$ cat config.mk
export PLATFORM = sky130hd
export DESIGN_NAME = dictionary_spell_corrector_core
export DESIGN_NICKNAME = d
export VERILOG_FILES = /design/src/rtl/dsc_pkg.sv /design/src/rtl/dictionary_spell_corrector_core.sv /design/src/rtl/dsc_cell.sv /design/src/rtl/dsc_best.sv
export SDC_FILE = /design/constraint.sdc
export NUM_CORES = 2
export LEC_CHECK = 0
export BUFFER_PORTS_ARGS = -buffer_cell sky130_fd_sc_hd__buf_2
export CORE_MARGIN = 10
export CORE_UTILIZATION = 30
export DETAILED_ROUTE_END_ITERATION = 10
export GPL_TIMING_DRIVEN = 0
export PLACE_DENSITY = 0.56
export REMOVE_ABC_BUFFERS = 1
export SYNTH_ARGS = -nofsm -noshare
export SYNTH_HDL_FRONTEND = slang
export SYNTH_SLANG_ARGS = --single-unit
$ cat constraint.sdc
create_clock -name i_clk -period 8 [get_ports i_clk]
set_input_delay 1.6 -clock i_clk [delete_from_list [all_inputs] [get_ports i_clk]]
set_output_delay 1.6 -clock i_clk [all_outputs]
set_load 0.03 [all_outputs]
$ cat src/rtl/dsc_pkg.sv
// shared types and constants for the dictionary spell corrector
`timescale 1ns / 1ps

package dsc_pkg;

    localparam int CH_W    = 8;
    localparam int DIST_W  = 4;
    localparam int MAXD_W  = 3;
    localparam int COUNT_W = 32;

    // token handed from one cell to the next
    typedef struct packed {
        logic              valid;
        logic              first;
        logic              last;
        logic [CH_W-1:0]   ch;
        logic [CH_W-1:0]   prev_ch;
        logic [DIST_W-1:0] cap;
        logic [DIST_W-1:0] fresh;
        logic [DIST_W-1:0] rn_old;
        logic [DIST_W-1:0] rb_old;
        logic [DIST_W-1:0] rb_left;
        logic [CH_W-1:0]   q;
        logic [DIST_W-1:0] wdist;
    } t_link;

    // request from the top level to the best-word tracker
    typedef struct packed {
        logic               clear;
        logic               fire;
        logic [DIST_W-1:0]  wdist;
        logic [DIST_W-1:0]  cap;
        logic [COUNT_W-1:0] count;
    } t_best_req;

endpackage

$ cat src/rtl/dictionary_spell_corrector_core.sv
// top level of the dictionary spell corrector
`timescale 1ns / 1ps

// Query characters and dictionary characters are each taken at one per cycle
// while input is not stalled. Every dictionary character enters a chain of
// MAX_LEN cells, one per query position, and moves one cell per cycle, so the
// characters of a word flow back to back. The distance of a word leaves the
// end of the chain after the head register and every cell; input is stalled
// from the acceptance of its final character until then. Input is also
// stalled while a second result waits behind an untaken one.

module dictionary_spell_corrector_core #(
    parameter int MAX_LEN    = 32,
    parameter int INDEX_BITS = 16
) (
    input  logic                         i_clk,
    input  logic                         i_rst_n,
    input  logic                         i_cfg_we,
    input  logic [dsc_pkg::MAXD_W-1:0]   i_cfg_wdata,
    input  logic                         i_in_valid,
    output logic                         o_in_stall,
    input  logic                         i_kind,
    input  logic [dsc_pkg::CH_W-1:0]     i_ch,
    input  logic                         i_last,
    input  logic [dsc_pkg::COUNT_W-1:0]  i_count,
    output logic                         o_out_valid,
    input  logic                         i_out_stall,
    output logic [dsc_pkg::DIST_W-1:0]   o_word_distance,
    output logic [INDEX_BITS-1:0]        o_best_index,
    output logic [dsc_pkg::MAXD_W-1:0]   o_best_distance,
    output logic                         o_best_found,
    output logic                         o_corrected
);

    localparam int LEN_W = $clog2(MAX_LEN + 1);
    localparam logic [LEN_W-1:0] LEN_CAP = LEN_W'(MAX_LEN);
    localparam logic [5:0] DPOS_MAX = 6'd63;
    localparam logic [dsc_pkg::MAXD_W-1:0] MAXD_RST = 3'd2;

    logic [dsc_pkg::MAXD_W-1:0]  r_maxd;
    logic                        r_qopen;
    logic [LEN_W-1:0]            r_qlen;
    logic [5:0]                  r_dpos;
    logic [dsc_pkg::CH_W-1:0]    r_prev;
    logic [dsc_pkg::DIST_W-1:0]  r_rn0;
    logic [dsc_pkg::DIST_W-1:0]  r_rb0;
    logic [dsc_pkg::COUNT_W-1:0] r_cnt;
    logic                        r_inflight;
    dsc_pkg::t_link              r_head;
    dsc_pkg::t_link              n_head;

    logic                        r_out_v;
    logic [dsc_pkg::DIST_W-1:0]  r_out_wd;
    logic [INDEX_BITS-1:0]       r_out_bi;
    logic [dsc_pkg::MAXD_W-1:0]  r_out_bd;
    logic                        r_out_bf;
    logic                        r_out_co;
    logic                        r_skid_v;
    logic [dsc_pkg::DIST_W-1:0]  r_skid_wd;
    logic [INDEX_BITS-1:0]       r_skid_bi;
    logic [dsc_pkg::MAXD_W-1:0]  r_skid_bd;
    logic                        r_skid_bf;
    logic                        r_skid_co;

    logic                        acc;
    logic                        acc_q;
    logic                        acc_d;
    logic                        clear;
    logic [LEN_W-1:0]            q_base;
    logic                        q_room;
    logic                        q_we;
    logic [dsc_pkg::DIST_W-1:0]  cap;
    logic                        first;
    logic [6:0]                  j_pos;
    logic [dsc_pkg::DIST_W-1:0]  fresh0;
    logic [dsc_pkg::DIST_W-1:0]  rn0_o;
    logic [dsc_pkg::DIST_W-1:0]  rb0_o;
    logic                        tap;
    logic                        out_take;
    logic                        out_free;

    dsc_pkg::t_link              w_link [0:MAX_LEN];
    dsc_pkg::t_best_req          best_req;
    logic [dsc_pkg::DIST_W-1:0]  b_wd;
    logic [INDEX_BITS-1:0]       b_bi;
    logic [dsc_pkg::MAXD_W-1:0]  b_bd;
    logic                        b_bf;
    logic                        b_co;

    assign o_in_stall = r_inflight || r_skid_v;
    assign acc    = i_in_valid && !o_in_stall;
    assign acc_q  = acc && !i_kind;
    assign acc_d  = acc && i_kind;
    assign clear  = acc_q && !r_qopen;
    assign q_base = r_qopen ? r_qlen : '0;
    assign q_room = q_base < LEN_CAP;
    assign q_we   = acc_q && q_room;
    assign cap    = {1'b0, r_maxd} + 4'd1;

    always_comb begin
        first  = (r_dpos == '0);
        j_pos  = {1'b0, r_dpos} + 7'd1;
        fresh0 = (j_pos >= {3'd0, cap}) ? cap : j_pos[dsc_pkg::DIST_W-1:0];
        rn0_o  = first ? '0 : r_rn0;
        rb0_o  = first ? '0 : r_rb0;
        n_head         = '0;
        n_head.valid   = acc_d;
        n_head.first   = first;
        n_head.last    = i_last;
        n_head.ch      = i_ch;
        n_head.prev_ch = r_prev;
        n_head.cap     = cap;
        n_head.fresh   = fresh0;
        n_head.rn_old  = rn0_o;
        n_head.rb_old  = rb0_o;
        n_head.wdist   = (r_qlen == '0) ? fresh0 : '0;
    end

    always_ff @(posedge i_clk) begin
        if (!i_rst_n) begin
            r_maxd     <= MAXD_RST;
            r_qopen    <= 1'b0;
            r_qlen     <= '0;
            r_dpos     <= '0;
            r_prev     <= '0;
            r_inflight <= 1'b0;
            r_head     <= '0;
        end else begin
            r_head <= n_head;
            if (i_cfg_we) begin
                r_maxd <= i_cfg_wdata;
            end
            if (acc_q) begin
                r_qopen <= !i_last;
                r_qlen  <= q_room ? q_base + 1'b1 : q_base;
            end else if (acc_d) begin
                r_qopen <= 1'b0;
            end
            if (clear) begin
                r_dpos <= '0;
                r_prev <= '0;
            end else if (acc_d) begin
                r_dpos <= i_last ? '0 : ((r_dpos == DPOS_MAX) ? DPOS_MAX : r_dpos + 1'b1);
                r_prev <= i_last ? '0 : i_ch;
            end
            if (acc_d && i_last) begin
                r_inflight <= 1'b1;
            end else if (tap) begin
                r_inflight <= 1'b0;
            end
        end
    end

    always_ff @(posedge i_clk) begin
        if (acc_d) begin
            r_rn0 <= fresh0;
            r_rb0 <= rn0_o;
        end
        if (acc_d && i_last) begin
            r_cnt <= i_count;
        end
    end

    assign w_link[0] = r_head;

    for (genvar k = 1; k <= MAX_LEN; k++) begin : g_cell
        dsc_cell #(
            .K     (k),
            .LEN_W (LEN_W)
        ) u_cell (
            .i_clk    (i_clk),
            .i_rst_n  (i_rst_n),
            .i_q_we   (q_we),
            .i_q_idx  (q_base),
            .i_q_char (i_ch),
            .i_qlen   (r_qlen),
            .i_link   (w_link[k-1]),
            .o_link   (w_link[k])
        );
    end

    assign tap = w_link[MAX_LEN].valid && w_link[MAX_LEN].last;

    always_comb begin
        best_req.clear = clear;
        best_req.fire  = tap;
        best_req.wdist = w_link[MAX_LEN].wdist;
        best_req.cap   = w_link[MAX_LEN].cap;
        best_req.count = r_cnt;
    end

    dsc_best #(
        .INDEX_BITS (INDEX_BITS)
    ) u_best (
        .i_clk           (i_clk),
        .i_rst_n         (i_rst_n),
        .i_req           (best_req),
        .o_word_distance (b_wd),
        .o_best_index    (b_bi),
        .o_best_distance (b_bd),
        .o_best_found    (b_bf),
        .o_corrected     (b_co)
    );

    assign out_take = r_out_v && !i_out_stall;
    assign out_free = !r_out_v || out_take;

    always_ff @(posedge i_clk) begin
        if (!i_rst_n) begin
            r_out_v  <= 1'b0;
            r_skid_v <= 1'b0;
        end else begin
            if (tap) begin
                if (out_free) begin
                    r_out_v <= 1'b1;
                end else begin
                    r_skid_v <= 1'b1;
                end
            end else if (r_skid_v && out_free) begin
                r_out_v  <= 1'b1;
                r_skid_v <= 1'b0;
            end else if (out_take) begin
                r_out_v <= 1'b0;
            end
        end
    end

    always_ff @(posedge i_clk) begin
        if (tap && out_free) begin
            r_out_wd <= b_wd;
            r_out_bi <= b_bi;
            r_out_bd <= b_bd;
            r_out_bf <= b_bf;
            r_out_co <= b_co;
        end else if (!tap && r_skid_v && out_free) begin
            r_out_wd <= r_skid_wd;
            r_out_bi <= r_skid_bi;
            r_out_bd <= r_skid_bd;
            r_out_bf <= r_skid_bf;
            r_out_co <= r_skid_co;
        end
        if (tap && !out_free) begin
            r_skid_wd <= b_wd;
            r_skid_bi <= b_bi;
            r_skid_bd <= b_bd;
            r_skid_bf <= b_bf;
            r_skid_co <= b_co;
        end
    end

    assign o_out_valid     = r_out_v;
    assign o_word_distance = r_out_wd;
    assign o_best_index    = r_out_bi;
    assign o_best_distance = r_out_bd;
    assign o_best_found    = r_out_bf;
    assign o_corrected     = r_out_co;

endmodule

$ cat src/rtl/dsc_cell.sv
// one alignment cell: holds one query character and its column of the distance rows
`timescale 1ns / 1ps

module dsc_cell #(
    parameter int K     = 1,
    parameter int LEN_W = 6
) (
    input  logic                     i_clk,
    input  logic                     i_rst_n,
    input  logic                     i_q_we,
    input  logic [LEN_W-1:0]         i_q_idx,
    input  logic [dsc_pkg::CH_W-1:0] i_q_char,
    input  logic [LEN_W-1:0]         i_qlen,
    input  dsc_pkg::t_link           i_link,
    output dsc_pkg::t_link           o_link
);

    localparam int                       K_SAT  = (K > 15) ? 15 : K;
    localparam logic [dsc_pkg::DIST_W-1:0] K_INIT = dsc_pkg::DIST_W'(K_SAT);
    localparam logic [LEN_W-1:0]         IDX    = LEN_W'(K - 1);
    localparam logic [LEN_W-1:0]         POS    = LEN_W'(K);
    localparam bit                       TR_OK  = (K >= 2);

    logic [dsc_pkg::CH_W-1:0]   r_q;
    logic [dsc_pkg::DIST_W-1:0] r_rn;
    logic [dsc_pkg::DIST_W-1:0] r_rb;
    dsc_pkg::t_link             r_link;
    dsc_pkg::t_link             n_link;

    logic [dsc_pkg::DIST_W-1:0] init_v;
    logic [dsc_pkg::DIST_W-1:0] rn_o;
    logic [dsc_pkg::DIST_W-1:0] rb_o;
    logic [dsc_pkg::DIST_W:0]   c_up;
    logic [dsc_pkg::DIST_W:0]   c_left;
    logic [dsc_pkg::DIST_W:0]   c_diag;
    logic [dsc_pkg::DIST_W:0]   c_tr;
    logic [dsc_pkg::DIST_W:0]   v0;
    logic [dsc_pkg::DIST_W:0]   v1;
    logic [dsc_pkg::DIST_W:0]   v2;
    logic                       trans;
    logic [dsc_pkg::DIST_W-1:0] fresh;

    always_comb begin
        init_v = (K_INIT < i_link.cap) ? K_INIT : i_link.cap;
        rn_o   = i_link.first ? init_v : r_rn;
        rb_o   = i_link.first ? init_v : r_rb;
        c_up   = {1'b0, rn_o} + 5'd1;
        c_left = {1'b0, i_link.fresh} + 5'd1;
        c_diag = {1'b0, i_link.rn_old} + {4'd0, (r_q != i_link.ch)};
        c_tr   = {1'b0, i_link.rb_left} + 5'd1;
        trans  = TR_OK && !i_link.first && (r_q == i_link.prev_ch) && (i_link.q == i_link.ch);
        v0     = (c_left < c_up) ? c_left : c_up;
        v1     = (c_diag < v0) ? c_diag : v0;
        v2     = (trans && (c_tr < v1)) ? c_tr : v1;
        fresh  = (v2 < {1'b0, i_link.cap}) ? v2[dsc_pkg::DIST_W-1:0] : i_link.cap;
    end

    always_comb begin
        n_link         = i_link;
        n_link.fresh   = fresh;
        n_link.rn_old  = rn_o;
        n_link.rb_old  = rb_o;
        n_link.rb_left = i_link.rb_old;
        n_link.q       = r_q;
        n_link.wdist   = (i_qlen == POS) ? fresh : i_link.wdist;
    end

    always_ff @(posedge i_clk) begin
        if (!i_rst_n) begin
            r_link <= '0;
        end else begin
            r_link <= n_link;
        end
    end

    always_ff @(posedge i_clk) begin
        if (i_q_we && (i_q_idx == IDX)) begin
            r_q <= i_q_char;
        end
        if (i_link.valid) begin
            r_rn <= fresh;
            r_rb <= rn_o;
        end
    end

    assign o_link = r_link;

endmodule

$ cat src/rtl/dsc_best.sv
// best-word tracker: keeps the closest, most frequent dictionary word
`timescale 1ns / 1ps

module dsc_best #(
    parameter int INDEX_BITS = 16
) (
    input  logic                        i_clk,
    input  logic                        i_rst_n,
    input  dsc_pkg::t_best_req          i_req,
    output logic [dsc_pkg::DIST_W-1:0]  o_word_distance,
    output logic [INDEX_BITS-1:0]       o_best_index,
    output logic [dsc_pkg::MAXD_W-1:0]  o_best_distance,
    output logic                        o_best_found,
    output logic                        o_corrected
);

    logic                        r_valid;
    logic [INDEX_BITS-1:0]       r_entry;
    logic [dsc_pkg::MAXD_W-1:0]  r_dist;
    logic [dsc_pkg::COUNT_W-1:0] r_freq;
    logic [INDEX_BITS-1:0]       r_wc;

    logic                        n_valid;
    logic [INDEX_BITS-1:0]       n_entry;
    logic [dsc_pkg::MAXD_W-1:0]  n_dist;
    logic [dsc_pkg::COUNT_W-1:0] n_freq;
    logic [INDEX_BITS-1:0]       n_wc;

    logic cand;
    logic better;

    always_comb begin
        cand   = i_req.wdist < i_req.cap;
        better = !r_valid || (i_req.wdist < {1'b0, r_dist})
                 || ((i_req.wdist == {1'b0, r_dist}) && (i_req.count > r_freq));
        n_valid = r_valid;
        n_entry = r_entry;
        n_dist  = r_dist;
        n_freq  = r_freq;
        n_wc    = r_wc;
        if (i_req.clear) begin
            n_valid = 1'b0;
            n_entry = '0;
            n_dist  = '0;
            n_freq  = '0;
            n_wc    = '0;
        end else if (i_req.fire) begin
            if (cand && better) begin
                n_valid = 1'b1;
                n_entry = r_wc;
                n_dist  = i_req.wdist[dsc_pkg::MAXD_W-1:0];
                n_freq  = i_req.count;
            end
            n_wc = r_wc + 1'b1;
        end
    end

    always_ff @(posedge i_clk) begin
        if (!i_rst_n) begin
            r_valid <= 1'b0;
            r_entry <= '0;
            r_dist  <= '0;
            r_freq  <= '0;
            r_wc    <= '0;
        end else begin
            r_valid <= n_valid;
            r_entry <= n_entry;
            r_dist  <= n_dist;
            r_freq  <= n_freq;
            r_wc    <= n_wc;
        end
    end

    assign o_word_distance = i_req.wdist;
    assign o_best_index    = n_valid ? n_entry : '0;
    assign o_best_distance = n_valid ? n_dist : '0;
    assign o_best_found    = n_valid;
    assign o_corrected     = n_valid && (n_dist != '0);

endmodule

---- Yosys cells after proc, flatten, opt, wreduce, memory -nomap -nowiden ----
Index checks and enable logic that the tools add are counted.
operators by class
  add/subtract/negate cells ............... 132
  magnitude comparators ................... 164
  equal/unequal tests ..................... 161
  mux-type cells .......................... 292
  bitwise gates (word level) .............. 1
  reduce and logical (&&, ||, !) cells .... 200
operators with widths
  operator                                                               number
  4-bit 2-to-1 mux                                                       162
  8-bit equality test                                                    62
  4-bit by 1-bit adder with 5-bit output, second input constant          95
  5-bit < comparator                                                     95
  5-bit 2-to-1 mux                                                       95
  8-bit != test                                                          32
  6-bit by 5-bit equality test with 1-bit output, second input constant  32
  4-bit by 1-bit adder with 5-bit output                                 32
  5-bit by 4-bit < comparator with 1-bit output                          32
  1-bit logical AND                                                      141
  4-bit < comparator, first input constant                               25
  6-bit by 4-bit equality test with 1-bit output, second input constant  16
  16-bit 2-to-1 mux                                                      6
  6-bit by 3-bit equality test with 1-bit output, second input constant  8
  1-bit logical NOT                                                      40
  32-bit greater-than comparator                                         1
  6-bit by 2-bit equality test with 1-bit output, second input constant  4
  6-bit 2-to-1 mux                                                       4
  6-bit logical NOT                                                      3
  1-bit 2-to-1 mux                                                       18
  3-bit 2-to-1 mux                                                       6
  16-bit by 1-bit adder with 16-bit output, second input constant        1
  3-bit by 4-bit < comparator with 1-bit output, first input constant    4
  6-bit by 1-bit adder with 6-bit output, second input constant          2
  20 further kinds                                                       34
storage, ports and cells
  register bits after elaboration ......... 2,315
  input bits .............................. 50
  output and inout port bits .............. 27
  word-level logic and storage cells ...... 1,455

---- Longest topological paths before layout ----
  word-level depth ........................ 14
  gate-level depth with buffers ........... 41
  depth with buffers taken out ............ 39

---- Hierarchy ----
Synthesis repeated with hierarchy kept, for this count alone.
unflattened totals
  cell total of the unflattened synthesis .. 11,100
  area, all modules ....................... 117,732.9 µm²
by module, submodules not included
  module                             instances  cells an instance  area an instance (µm²)  sequential area each (µm²)
  dsc_cell at g_cell[16].u_cell ...  4          310                3,370.7                 1,501.4
  dsc_cell at g_cell[15].u_cell ...  2          308                3,382.0                 1,501.4
  dsc_cell at g_cell[23].u_cell ...  2          311                3,374.5                 1,501.4
  dsc_cell at g_cell[22].u_cell ...  2          310                3,373.2                 1,501.4
  dsc_cell at g_cell[17].u_cell ...  2          311                3,369.5                 1,501.4
  dictionary_spell_corrector_core    1          388                5,585.4                 4,023.9
  dsc_best                           1          594                4,966.0                 1,361.3
  dsc_cell at g_cell[14].u_cell      1          343                3,473.3                 1,501.4
  dsc_cell at g_cell[30].u_cell      1          341                3,447.1                 1,501.4
  dsc_cell at g_cell[8].u_cell       1          325                3,438.3                 1,501.4
  dsc_cell at g_cell[10].u_cell      1          331                3,410.8                 1,501.4
  dsc_cell at g_cell[2].u_cell       1          335                3,397.0                 1,501.4
  dsc_cell at g_cell[4].u_cell       1          316                3,393.3                 1,501.4
  dsc_cell at g_cell[11].u_cell      1          340                3,382.0                 1,501.4
  13 more rows                       --         --                 --                      --

---- Least setup slack after synthesis ----
Ideal clock, no wire load.
  path type ............................... register to register
  start point ............................. reg g_cell[22].u_cell.r_link, in the netlist g_cell[22].u_cell.o_link[49]
  end point ............................... reg g_cell[23].u_cell.r_rn[1] (netlist bit) (data pin)
  library setup time ...................... 0.260 ns
  arrival ................................. 7.612 ns
  data required time ...................... 7.740 ns
  path slack .............................. 0.129 ns
  cell stages (with the launch flop) ...... 37
  buffers on the path ..................... 2
  clock period less this slack ............ 7.871 ns
  cells stage by stage .................... dfxtp_1 clkbuf_1 mux2i_1 inv_1 ha_1 inv_1 ha_1 a21boi_0 o21a_1 o21a_1 o21ai_1 nand2_1 a21oi_1 inv_1 ha_1 a21o_1 a21o_1 a21oi_1 nand2b_1 o311ai_1 mux2_2 ha_1 nor2b_1 o21ai_0 nand3_1 nor4_1 nand3_1 o31ai_1 o21ai_0 ha_1 a21o_1 a21oi_1 o21ai_0 and3b_1 clkbuf_1 mux2i_1 inv_1
RTL lines
  element                 line            source
  start, declared         dsc_cell.sv:27  dsc_pkg::t_link r_link;
  start signal, assigned  dsc_cell.sv:72  r_link <= n_link;
  end signal, assigned    dsc_cell.sv:81  r_rn <= fresh;
  end, declared           dsc_cell.sv:25  logic [dsc_pkg::DIST_W-1:0] r_rn;

==> results.cfg <==
[drt]
first_pass_iters = 6
vias_per_cell = 4.61
drc = 0
post_drt_wl_per_cell_um = 16.8
drt-initial-drc-count = 3981
num_vias = 70100
ant_nets = 0
drt-total-wl_um = 255000

[floorplan]
initial_utilization_pct = 30.1
die-area_sq_mm = 0.371
die_width_um = 609
boundaryPins = 77
fp.coreArea_sq_mm = 0.346
die_height_um = 609
rows = 216

[worst_setup_path]
crit_fanout = 6
path_delay_family = simple AND/OR/NAND/NOR gates
slowest_stage = dfxtp_4
cp.arrival_ns = 8.38
crit_path_frequent_cell = ha_4
reg2reg_from = g_cell[4].u_cell.o_link[31]$_SDFF_PN0_
slowest_delay_ns = 0.39
reg2reg_depth = 36
worstSetupEndpointType = register
required_ns = 8.65
path_buf_inv = 4
ff2ff_setup_slack_ns = 0.27
setup.worst_path.class = reg -> reg
crit-reg2reg-capture = g_cell[5].u_cell.r_rn[0]$_DFFE_PP_
crit_cells = 36
worstSetupStartpointType = register

[sta]
finalCriticalPeriod_ns = 7.73
tightest_slew_ns = 1.42
hold_violations = 0
final_max_slew_viol_count = 0
setup_ws_ns = 0.268
finalSetupTns_ns = 0
relSlewSlack_pct = 5.33
post-route-period-util_pct = 96.7
skew_ns = 0.0663
finalSetupViolCount = 0
rsz0062_at_grt = true
fmax_ghz = 0.129

[final_layout]
syn2layout_area_growth_pct = 18.6
num-fill-cells = 34400
layout.nets = 11100
layout-drive-gt1-share_pct = 13.5

[clocking]
holdBufCountCts = 0
cts_buffers = 243
htree_levels = 4
cts_buffer_depth = 4
cts_sinks = 2315
clk_latency_ns = 0.90
path_clk_slew_ns = 0.06
root_buffer = clkbuf_16
cts_tree = yes

[power]
p_clk_share_pct = 34.6
p_total_w = 0.0327
internal-power_w = 0.0231
peakVddDrop_mv = 0.211
power_leakage_nw = 49.6
combPwrFrac_pct = 26.8
cellPowerDensity_mw_per_mm2 = 265
p_sw_w = 0.00965
switching_share_pct = 29.5
seqPwrFrac_pct = 38.6

[job]
drv_cap = 0

[logic_synthesis]
synthSimpleGateAreaFrac_pct = 17.1
ys_top_cells_by_area = dfxtp_1, edfxtp_1, ha_1
yosys_warnings = 0
synth-seq-area-share_pct = 50.2
synth_most_common_cell = dfxtp_1
synth_top_area_cell = dfxtp_1
synth_top_area_share_pct = 33.1
yosysUniqueCellTypes = 113
synthCells = 10100
synth_common_cells = dfxtp_1, and2_1, nor2_1, ha_1, inv_1
synth_fa_ha_area_share_pct = 7.73
synthXorXnorAreaFrac_pct = 8.65
synth_mux_area_share_pct = 4.01
synth_top_family_by_area = simple AND/OR/NAND/NOR gates
avgSynthCellArea_sq_um = 10.3
synth_edf_count = 594
synthArstFlopShare_pct = 0
yosys_most_used_dff = dfxtp_1
synth_compound_area_share_pct = 8.98
ys_seq_elements = 2315
synth_area_sq_mm = 0.104

[min_path]
worstHoldEndpoint = g_cell[23].u_cell.o_link[48]$_SDFF_PN0_
min-delay-start = g_cell[22].u_cell.o_link[48]$_SDFF_PN0_
hold_path_class = reg -> reg
holdPathStages = 1

[placed_design]
io_buffers = 76
post-dp-hpwl_um = 182000
place_ws_ns = -1.97
gp_congestion = 0.824

[global_routing]
grt_pass1_vias = 68700
grt_pass1_wl_um = 395000
antenna_found_initial = 22
track_usage_pct = 13.0
grt_max_degree = 175
overflow = 0

[outcome]
status = finished, final reports clean
area by class of cell:
cell class / instances / area (sq um) / share of cell area, %
clock buffer: 332 / 6920 / 5.60
timing repair buffer: 351 / 2900 / 2.35
inverter: 622 / 2340 / 1.90
multi-input combinational: 6887 / 52100 / 42.2
tap: 4578 / 5730 / 4.64
clock inverter: 119 / 1100 / 0.890
sequential: 2315 / 52400 / 42.4
antenna: 4 / 10.0 / 0.00810
layout by cell type (no fill, tap or decap), types with 154 or more instances in the layout:
cell type,count
o21ai_0,245
nand2_1,448
nand3_1,293
edfxtp_1,594
buf_4,238
clkbuf_16,248
xnor2_1,488
and2_1,1104
xor2_1,525
a21oi_1,377
inv_1,605
mux2i_1,154
nand4_1,154
dfxtp_1,1679
nor2_1,683
ha_1,623
through the flow:
stage | hold slack, ns | area (sq um) | utilization (%) | cells
after floorplan | 0.407 | 103000 | - | 9824
after global placement | 0.414 | 109000 | 31.5 | 14500
after detailed placement | 0.417 | 110000 | 31.7 | 14500
after CTS | 0.410 | 120000 | 34.7 | 15000
after global routing | 0.423 | 124000 | 35.7 | 15200
final | 0.402 | 124000 | 35.7 | 15200
how the worst max path moves through the flow:
stage,slack (ns),start,end
6_report,0.27,g_cell[4].u_cell.o_link[31]$_SDFF_PN0_,g_cell[5].u_cell.r_rn[0]$_DFFE_PP_
5_1_grt,-0.13,g_cell[25].u_cell.o_link[49]$_SDFF_PN0_,g_cell[26].u_cell.r_rn[3]$_DFFE_PP_
4_1_cts,0.0001,g_cell[16].u_cell.o_link[49]$_SDFF_PN0_,g_cell[17].u_cell.o_link[3]$_SDFF_PN0_
3_5_place_dp,-1.97,g_cell[14].u_cell.o_link[49]$_SDFF_PN0_,g_cell[15].u_cell.o_link[3]$_SDFF_PN0_
3_3_place_gp,-57.92,i_rst_n,g_cell[16].u_cell.o_link[1]$_SDFF_PN0_
2_1_floorplan,-1.16,i_rst_n,g_cell[32].u_cell.o_link[1]$_SDFF_PN0_
registers in the layout (all words and copies together) (netlist names), 16 cells and up:
register              cells
g_cell.u_cell.o_link   1587
g_cell.u_cell.r_q       256
g_cell.u_cell.r_rn      128
g_cell.u_cell.r_rb      120
r_head                   39
r_cnt                    32
u_best.r_freq            32
o_best_index             16
r_skid_bi                16
u_best.r_entry           16
u_best.r_wc              16
metal layers:
| metal | track usage (%) | vias to the layer above | wire [um] |
|---|---|---|---|
| met2 | 21.8 | 966 | 118000 |
| met4 | 2.69 | 10 | 5260 |
| li1 | - | 35400 | - |
| met3 | 1.81 | 356 | 9110 |
| met1 | 18.0 | 33300 | 122000 |
| met5 | 0 | - | 79 |
cell families (layout without fill, tap and decap cells):
family,Yosys count,in the layout
DFF,2315,2315
and+or+nand+nor,3366,3366
adders and majority gates,644,644
muxes,401,401
other,0,4
xor gates and xnor gates,1027,1027
buffers and inverters,911,1424
AOI/OAI and AO/OA,1449,1449
worst reg2reg max path, delay by kind of cell (launching register included):
kind	cells	cell delay, ns
AO/OA/AOI/OAI	13	2.49
adder cells (fa/ha/maj)	5	1.12
buffers and inverters	4	0.29
flip-flops	1	0.39
multiplexers	2	0.64
AND/OR/NAND/NOR	12	2.55
power by group through the flow:
stage                     logic, W  registers [W]  clock network (W)
after global routing       0.00963         0.0126             0.0121
after floorplan            0.00496         0.0128                  0
after CTS                  0.00735         0.0126             0.0116
final                      0.00878         0.0126             0.0113
after global placement     0.00646         0.0129                  0
after detailed placement   0.00651         0.0129                  0
what timing repair did:
action,CTS,global route
gates resized for setup,371,435
pin swaps,38,133
buffers inserted,52,199
setup endpoints to repair,328,368
(Power assumes the default switching activity.)
